## src/hw/rtl/sfl_pkg.sv

```systemverilog
package sfl_pkg;

  // Default sizes, handed down from the top level
  localparam int unsigned HEAP_WORDS_DEF   = 16384;
  localparam int unsigned SIZE_CLASSES_DEF = 64;

  // Fixed geometry
  localparam int unsigned WORD_BYTES = 4;
  localparam int unsigned WORD_SHIFT = $clog2(WORD_BYTES);
  localparam int unsigned ADDR_W     = 14;
  localparam int unsigned BYTES_W    = 16;
  localparam int unsigned CNT_W      = 11;
  localparam int unsigned DATA_W     = 32;
  localparam int unsigned CLASS_W    = 24;
  localparam int unsigned MARK_W     = DATA_W - CLASS_W;

  localparam logic [CNT_W-1:0]  MAX_REFILL_RST = CNT_W'(128);
  localparam logic [MARK_W-1:0] MARK_BYTE      = MARK_W'(8'h55);

  typedef enum logic {
    KIND_ALLOC,
    KIND_FREE
  } sfl_kind_e;

  typedef enum logic [1:0] {
    ST_OK,
    ST_TOO_LARGE,
    ST_EXHAUSTED,
    ST_BAD_FREE
  } sfl_status_e;

  typedef struct packed {
    logic               kind;
    logic [BYTES_W-1:0] request_bytes;
    logic [ADDR_W-1:0]  block_address;
  } sfl_req_t;

  typedef struct packed {
    logic [ADDR_W-1:0] user_address;
    logic [1:0]        status;
  } sfl_rsp_t;

  // Datapath actions, one per control word
  typedef enum logic [3:0] {
    ACT_NOP,
    ACT_CLEAR,
    ACT_ACCEPT,
    ACT_DECODE,
    ACT_A_LATCH,
    ACT_A_LINK,
    ACT_POP,
    ACT_R_CHECK,
    ACT_CARVE,
    ACT_F_HDR,
    ACT_F_PUSH,
    ACT_RESULT
  } sfl_act_e;

  // Conditions that hold the step counter
  typedef enum logic [2:0] {
    WT_NEVER,
    WT_CLEAR,
    WT_NO_INPUT,
    WT_CARVE,
    WT_OUT_BUSY
  } sfl_wait_e;

  // Conditions that take a jump
  typedef enum logic [2:0] {
    JC_NEVER,
    JC_ALWAYS,
    JC_IS_FREE,
    JC_TOO_LARGE,
    JC_HEAD_ZERO,
    JC_EXHAUST,
    JC_FREE_BAD
  } sfl_jump_e;

  localparam int unsigned STEP_W = 4;

  localparam logic [STEP_W-1:0] STEP_CLEAR   = STEP_W'(0);
  localparam logic [STEP_W-1:0] STEP_IDLE    = STEP_W'(1);
  localparam logic [STEP_W-1:0] STEP_DECODE  = STEP_W'(2);
  localparam logic [STEP_W-1:0] STEP_A_LATCH = STEP_W'(3);
  localparam logic [STEP_W-1:0] STEP_A_LINK  = STEP_W'(4);
  localparam logic [STEP_W-1:0] STEP_POP     = STEP_W'(5);
  localparam logic [STEP_W-1:0] STEP_R_CHECK = STEP_W'(6);
  localparam logic [STEP_W-1:0] STEP_CARVE   = STEP_W'(7);
  localparam logic [STEP_W-1:0] STEP_F_HDR   = STEP_W'(8);
  localparam logic [STEP_W-1:0] STEP_F_PUSH  = STEP_W'(9);
  localparam logic [STEP_W-1:0] STEP_RESULT  = STEP_W'(10);
  localparam logic [STEP_W-1:0] STEP_LAST    = STEP_RESULT;

  typedef struct packed {
    sfl_act_e          act;
    sfl_wait_e         wt;
    sfl_jump_e         jc;
    logic [STEP_W-1:0] target;
  } sfl_ctrl_t;

  // Status from the datapath and the channels, seen by the sequencer
  typedef struct packed {
    logic clr_busy;
    logic in_valid;
    logic out_busy;
    logic carve_more;
    logic is_free;
    logic too_large;
    logic head_zero;
    logic exhaust;
    logic free_bad;
  } sfl_flags_t;

  // Control store
  function automatic sfl_ctrl_t sfl_rom(input logic [STEP_W-1:0] step);
    sfl_ctrl_t w;
    unique case (step)
      STEP_CLEAR:   w = '{ACT_CLEAR,   WT_CLEAR,    JC_ALWAYS,    STEP_IDLE};
      STEP_IDLE:    w = '{ACT_ACCEPT,  WT_NO_INPUT, JC_NEVER,     STEP_IDLE};
      STEP_DECODE:  w = '{ACT_DECODE,  WT_NEVER,    JC_IS_FREE,   STEP_F_HDR};
      STEP_A_LATCH: w = '{ACT_A_LATCH, WT_NEVER,    JC_TOO_LARGE, STEP_RESULT};
      STEP_A_LINK:  w = '{ACT_A_LINK,  WT_NEVER,    JC_HEAD_ZERO, STEP_R_CHECK};
      STEP_POP:     w = '{ACT_POP,     WT_NEVER,    JC_ALWAYS,    STEP_RESULT};
      STEP_R_CHECK: w = '{ACT_R_CHECK, WT_NEVER,    JC_EXHAUST,   STEP_RESULT};
      STEP_CARVE:   w = '{ACT_CARVE,   WT_CARVE,    JC_ALWAYS,    STEP_POP};
      STEP_F_HDR:   w = '{ACT_F_HDR,   WT_NEVER,    JC_FREE_BAD,  STEP_RESULT};
      STEP_F_PUSH:  w = '{ACT_F_PUSH,  WT_NEVER,    JC_NEVER,     STEP_RESULT};
      STEP_RESULT:  w = '{ACT_RESULT,  WT_OUT_BUSY, JC_ALWAYS,    STEP_IDLE};
      default:      w = '{ACT_NOP,     WT_NEVER,    JC_ALWAYS,    STEP_IDLE};
    endcase
    return w;
  endfunction

endpackage

```

## src/hw/rtl/sfl_seq.sv

```systemverilog
module sfl_seq import sfl_pkg::*; (
  input  logic       clk_i,
  input  logic       rst_ni,
  input  sfl_flags_t flags_i,
  output sfl_ctrl_t  ctrl_o
);

  logic [STEP_W-1:0] pc_q, pc_d;
  sfl_ctrl_t         ctrl;
  logic              wait_hit;
  logic              jump_hit;

  // Fetch the control word
  assign ctrl   = sfl_rom(pc_q);
  assign ctrl_o = ctrl;

  // Evaluate the hold condition
  always_comb begin
    unique case (ctrl.wt)
      WT_NEVER:    wait_hit = 1'b0;
      WT_CLEAR:    wait_hit = flags_i.clr_busy;
      WT_NO_INPUT: wait_hit = !flags_i.in_valid;
      WT_CARVE:    wait_hit = flags_i.carve_more;
      WT_OUT_BUSY: wait_hit = flags_i.out_busy;
      default:     wait_hit = 1'b0;
    endcase
  end

  // Evaluate the jump condition
  always_comb begin
    unique case (ctrl.jc)
      JC_NEVER:     jump_hit = 1'b0;
      JC_ALWAYS:    jump_hit = 1'b1;
      JC_IS_FREE:   jump_hit = flags_i.is_free;
      JC_TOO_LARGE: jump_hit = flags_i.too_large;
      JC_HEAD_ZERO: jump_hit = flags_i.head_zero;
      JC_EXHAUST:   jump_hit = flags_i.exhaust;
      JC_FREE_BAD:  jump_hit = flags_i.free_bad;
      default:      jump_hit = 1'b0;
    endcase
  end

  // Hold, jump or advance
  always_comb begin
    priority if (wait_hit) begin
      pc_d = pc_q;
    end else if (jump_hit) begin
      pc_d = ctrl.target;
    end else begin
      pc_d = pc_q + STEP_W'(1);
    end
  end

  always_ff @(posedge clk_i or negedge rst_ni) begin
    if (!rst_ni) begin
      pc_q <= STEP_CLEAR;
    end else begin
      pc_q <= pc_d;
    end
  end

endmodule

```

## config.mk

```make
export PLATFORM = sky130hd
export DESIGN_NAME = sfl_seq
export DESIGN_NICKNAME = d
export VERILOG_FILES = /design/src/hw/rtl/sfl_pkg.sv /design/src/hw/rtl/sfl_seq.sv
export SDC_FILE = /design/constraint.sdc
export NUM_CORES = 1
export LEC_CHECK = 0
export ABC_AREA = 0
export BUFFER_PORTS_ARGS = -buffer_cell sky130_fd_sc_hd__buf_2
export CORE_MARGIN = 10
export CORE_UTILIZATION = 46
export CTS_CLUSTER_DIAMETER = 100
export DETAILED_ROUTE_END_ITERATION = 6
export GPL_ROUTABILITY_DRIVEN = 0
export PLACE_DENSITY = 0.83
export SYNTH_ARGS = -nofsm -noshare
export SYNTH_HDL_FRONTEND = slang
export SYNTH_SLANG_ARGS = --single-unit
export TNS_END_PERCENT = 10
```

## constraint.sdc

```tcl
create_clock -name clk_i -period 2.3 [get_ports clk_i]
set_clock_uncertainty 0.05 [all_clocks]
set_input_delay 0.345 -clock clk_i [delete_from_list [all_inputs] [get_ports clk_i]]
set_output_delay 0.345 -clock clk_i [all_outputs]
set_load 0.01 [all_outputs]
```

==> results.yml, run 1 <==
yosys:
  synth_area_um2: 621
  synthTopCellsByArea: "dfrtp_1, ha_1, mux2i_1, a21oi_1, nand2_1"
  synth_cell_types: 35
  synth_top_area_share_pct: 16.1
  yosys.area_share.simple_pct: 19.6
  yosysWarnings: 0
  syn_area_per_cell_um2: 7.96
  synth_fp_nets: 95
  synthMuxAreaShare_pct: 6.45
  synth_compound_area_share_pct: 37.7
  async_flop_share_pct: 100
  yosysSeqAreaShare_pct: 16.1
  synth_common_cells: "a21oi_1, nand2_1, ha_1, inv_1, o21ai_0"
  synth_edf_count: 0
  ys.flop_type: "dfrtp_1"
  synth_top_family_by_area: "compound AO/OA/AOI/OAI gates"
  synth_cells: 78
  synth_fa_ha_area_share_pct: 12.1
  yosys.area.top_type: "dfrtp_1"
  synth_seq_cells: 4
  synth-xor-area-share_pct: 0
floorplan:
  num_io_pins: 25
  core_area_um2: 1280
  die_x_um: 56.7
  dieArea_um2: 3220
  die_h_um: 56.7
  row_count: 13
  start_util_pct: 48.3
timing:
  setup_viol: 0
  min_period_ns: 2.08
  finalHoldViolCount: 0
  timing.final.crit_share_pct: 90.3
  rsz0062_at_grt: "no"
  hold_slack_ns: 0.399
  slew_headroom_pct: 68.3
  fin_setup_tns_ns: 0
  worst_pin_slew_ns: 0.476
  maxSlewViolCount: 0
  timing.fmax_mhz: 482
worst_setup_path:
  rr_startpoint: "pc_q[0]"
  critPathMaxFanout: 9
  reg2reg_slack_ns: 0.22
  cp.arrival_ns: 2.16
  required_ns: 2.38
  reg2regPathDepth: 8
  r2r_end: "pc_q[3]"
  cp-start-kind: "flop"
  path_class: "reg2reg"
  path_cells: "inv_1 > ha_2 > nor2b_1 > a311oi_1 > o22a_1 > a31oi_4 > nor3_1 > a221oi_2"
  slowest_delay_ns: 0.44
  cp_slowest_cell: "dfrtp_2"
  endpoint_kind: "flop"
cts:
  cts_sinks: 4
  clockRootBuffer: "clkbuf_4"
  cts_tree: "yes"
  cts.clk_slew.worst_paths_ns: 0.03
  numCtsBuffers: 3
  max-clock-path-buffers: 2
  htree_num_levels: 1
  clk_latency_ns: 0.23
layout:
  largest-register: "pc_q"
  diodes: 0
  largest_reg_flops: 4
  area_delta_synth_final_pct: 29.0
  num-fill-cells: 118
  fin_nets: 125
  drive_above_1_share_pct: 38.7
  top_regs: "pc_q (4)"
routing:
  wl_per_cell_um: 14.1
  dr.pass1.iters: 5
  drt_drc_violations_left: 0
  routed_wl_um: 1700
  vias_per_cell: 5.79
  ant_nets: 0
  dr.first_iter.drc_count: 9
  vias: 700
power_and_ir_drop:
  p_clk_share_pct: 5.8
  p_seq_share_pct: 14.3
  p_sw_share_pct: 52.0
  powerDensity_nw_per_um2: 1740
  combPwrFrac_pct: 79.8
  power.internal_uw: 671
  power.leakage_nw: 0.408
  irDropWorstVdd_v: 0.000932
  switchingPower_uw: 726
global_route:
  gr-total-overflow: 0
  grt_pass1_vias: 714
  grt_usage_pct: 10.6
  grt_pass1_wl_um: 3030
  antenna_found_initial: 0
  grt_max_degree: 15
hold_path:
  hold_class: "in2async"
placed_design:
  portBuffers: 24
  place.detailed.hpwl_um: 1420
run_status:
  status: "finished, final reports clean"
flow_run:
  maxCapViolations: 0
## power groups by stage
stage / clock network (mW) / logic, mW / registers, mW
after floorplan: 0 / 0.827 / 0.150
after global placement: 0 / 1.09 / 0.191
after detailed placement: 0 / 1.11 / 0.195
after CTS: 0.0835 / 1.12 / 0.194
after global routing: 0.0922 / 1.26 / 0.207
final: 0.0815 / 1.12 / 0.200
## worst max-delay path by stage
stage / endpoint / startpoint / depth (start not counted)
3_3_place_gp: pc_q[0] / pc_q[1] / 8
5_1_grt: ctrl_o[4] / pc_q[1] / 7
4_1_cts: pc_q[1] / pc_q[0] / 8
2_1_floorplan: pc_q[0] / pc_q[0] / 8
6_report: pc_q[3] / pc_q[0] / 8
3_5_place_dp: pc_q[1] / pc_q[0] / 8
## layout by cell type, fill, tap and decap left out, types with 3 or more instances in the layout
cell,instances
a21oi_1,7
buf_2,24
buf_4,4
clkbuf_4,3
ha_1,5
inv_1,5
mux2i_1,4
nand2_1,7
nor2_1,3
nor3_1,4
o21ai_0,5
o21ai_1,3
## worst max-delay path: cells and delay by family, from the launching register on
kind,cells,cell delay [ns]
and+or+nand+nor,2,0.34
AOI/OAI and AO/OA,4,0.82
buffers and inverters,1,0.10
adders and majority gates,1,0.23
DFF,1,0.44
## final cells by class
type                    instances  area [um^2]  area share [%]
flip-flops and latches          4          103            12.8
well taps                      15         18.8            2.34
inverters                       6         22.5            2.81
repair buffers                 29          160            20.0
multi-input cells              64          474            59.2
clock buffers                   3         22.5            2.81
## logic make-up after synthesis
family,after synthesis
AO/OA/AOI/OAI,32
AND/OR/NAND/NOR,22
buffers and inverters,10
adder cells (fa/ha/maj),6
multiplexers,4
flip-flops,4
## routing by layer
| metal | GRT usage [%] | wire [um] | vias to the layer above |
|---|---|---|---|
| met1 | 13.1 | 811 | 314 |
| met2 | 17.6 | 742 | 30 |
| li1 | - | - | 356 |
| met3 | 3.60 | 147 | 0 |
| met5 | 0 | 0 | - |
| met4 | 1.01 | 0 | 0 |
## metrics by stage
step	instances	setup WS (ns)	cell area [um^2]	total power, mW	util, %
6_report	121	0.224	801	1.40	62.3
5_1_grt	121	0.0660	801	1.56	62.3
4_1_cts	121	0.113	795	1.40	61.8
3_5_place_dp	117	0.120	762	1.31	59.3
3_3_place_gp	117	0.153	762	1.28	59.3
2_1_floorplan	78	0.275	621	0.977	-
## repair_timing
action	4_1_cts	5_1_grt
hold endpoints to repair	4	0
endpoints found under the setup margin	0	5
gates resized for setup	0	4
buffers inserted	0	0
hold buffers	1	0
No activity file was read; power rests on OpenSTA's default activity.
==> inputs of run 2 (changes only) <==
--- a/config.mk
+++ b/config.mk
@@ -5,7 +5,6 @@
 export SDC_FILE = /design/constraint.sdc
 export NUM_CORES = 1
 export LEC_CHECK = 0
-export ABC_AREA = 0
 export BUFFER_PORTS_ARGS = -buffer_cell sky130_fd_sc_hd__buf_2
 export CORE_MARGIN = 10
 export CORE_UTILIZATION = 46
@@ -13,6 +12,7 @@
 export DETAILED_ROUTE_END_ITERATION = 6
 export GPL_ROUTABILITY_DRIVEN = 0
 export PLACE_DENSITY = 0.83
+export SETUP_SLACK_MARGIN = 0.5
 export SYNTH_ARGS = -nofsm -noshare
 export SYNTH_HDL_FRONTEND = slang
 export SYNTH_SLANG_ARGS = --single-unit
==> constraint.sdc (replaced) <==
create_clock -name clk_i -period 2.25 [get_ports clk_i]
set_clock_uncertainty 0.05 [all_clocks]
set_input_delay 0.3375 -clock clk_i [delete_from_list [all_inputs] [get_ports clk_i]]
set_output_delay 0.3375 -clock clk_i [all_outputs]
set_load 0.01 [all_outputs]
==> run 2 against run 1 <==
Critical path depth fell by 3; final area up 18%; worst setup slack worse by 0.020 ns; critical endpoint is now ctrl_o[3]; highest routed layer is now met4; non-clock buffer count rose by 6.
==> results.yml, run 2 (synthesized netlist as in run 1, its figures left out) <==
placed_design:
  portBuffers: 24
  place.detailed.hpwl_um: 1480
  placed_cells: 117
  dpl-instance-area_um2: 785
  place_ws_ns: 0.165
layout:
  largest_reg_flops: 4
  fin_nets: 132
  fin_area_um2: 946
  postLayoutCoreUtil_pct: 73.6
  largest-register: "pc_q"
  top_regs: "pc_q (4)"
  instances_no_fill: 128
  num-fill-cells: 95
  drive_above_1_share_pct: 54.0
  mostFrequentLayoutCells: "buf_2, buf_4, nand2_1"
  final_common_cell: "buf_2"
  diodes: 0
  area_delta_synth_final_pct: 52.4
hold_path:
  hold_class: "in2async"
floorplan:
  die_x_um: 56.7
  dieArea_um2: 3220
  row_count: 13
  die_h_um: 56.7
  core_area_um2: 1280
  start_util_pct: 48.3
  num_io_pins: 25
cts:
  numCtsBuffers: 3
  htree_num_levels: 1
  cts_tree: "yes"
  clockRootBuffer: "clkbuf_4"
  cts.clk_slew.worst_paths_ns: 0.04
  clk_latency_ns: 0.25
  cts_sinks: 4
  max-clock-path-buffers: 2
global_route:
  grt_max_degree: 16
  gr-total-overflow: 0
  grt_pass1_vias: 779
  grt_usage_pct: 12.6
  antenna_found_initial: 0
  grt_pass1_wl_um: 3430
power_and_ir_drop:
  irDropWorstVdd_v: 0.00114
  powerDensity_nw_per_um2: 1890
  power.leakage_nw: 0.447
timing:
  timing.final.crit_share_pct: 90.9
  worst_pin_slew_ns: 0.307
  min_period_ns: 2.05
  timing.fmax_mhz: 489
  finalHoldViolCount: 0
  maxSlewViolCount: 0
  slew_headroom_pct: 79.5
  finalWorstSetupSlack_ns: 0.204
  rsz0062_at_grt: "yes"
  fin_setup_tns_ns: 0
  setup_viol: 0
flow_run:
  maxCapViolations: 0
routing:
  vias_per_cell: 6.02
  ant_nets: 0
  dr.first_iter.drc_count: 27
  routed_wl_um: 2190
  vias: 771
  wl_per_cell_um: 17.1
  dr.pass1.iters: 4
  drt_drc_violations_left: 0
worst_setup_path:
  cp-startpoint: "pc_q[0]"
  endpoint_kind: "output port"
  slowest_delay_ns: 0.48
  cp-start-kind: "flop"
  crit_family: "flip-flops"
  rr_startpoint: "pc_q[0]"
  critPathMaxFanout: 6
  required_ns: 1.86
  path_cells: "inv_4 > ha_4 > a21oi_1 > a31oi_2 > buf_2"
  cp_slowest_cell: "dfrtp_2"
  path_class: "reg2out"
  path_buf_inv: 2
  cp.arrival_ns: 1.66
run_status:
  status: "finished, final reports clean"
run 2: path summary, 6_finish.rpt:
path,end,slack (ns),cells after the start
worst max-delay path,ctrl_o[3],0.20,5
worst min-delay path,pc_q[0],0.38,2
worst max register to register,pc_q[2],0.25,8
worst min register to register,pc_q[2],0.61,2
max in group asynchronous,pc_q[3],1.64,2
min in group clk_i,pc_q[2],0.58,5
run 2: metrics by stage:
step                      total power [mW]  hold slack (ns)
after floorplan                       1.05         -0.00809
after global placement                1.37           0.0938
after detailed placement              1.41           0.0954
after CTS                             1.64            0.372
after global routing                  1.92            0.390
final                                 1.79            0.383
run 2: where the power goes:
part	internal (mW)	total, mW	switching (mW)
Clock	0.0601	0.0960	0.0359
Sequential	0.118	0.232	0.114
Combinational	0.692	1.46	0.769
run 2: cell type report:
type | instances | area, um^2 | area share (%)
tap | 15 | 18.8 | 1.98
inverter | 6 | 25.0 | 2.65
sequential | 4 | 105 | 11.1
clock buffer | 3 | 22.5 | 2.38
timing repair buffer | 35 | 218 | 23.0
multi-input combinational | 65 | 557 | 58.9
run 2: metal layers:
metal / GRT usage, % / vias up / share of wire [%]
met5: 0 / - / 0
met4: 5.03 / 0 / 2.6
met3: 4.72 / 9 / 9.0
met2: 19.9 / 37 / 47
met1: 14.8 / 360 / 41
li1: - / 365 / -
run 2: repair_timing:
item | in CTS | in global routing
gates cloned | 1 | 0
pin swaps | 3 | 5
hold endpoints to repair | 4 | 0
gates resized for setup | 6 | 9
endpoints found under the setup margin | 16 | 16
hold buffers | 1 | 0
buffers inserted | 5 | 1
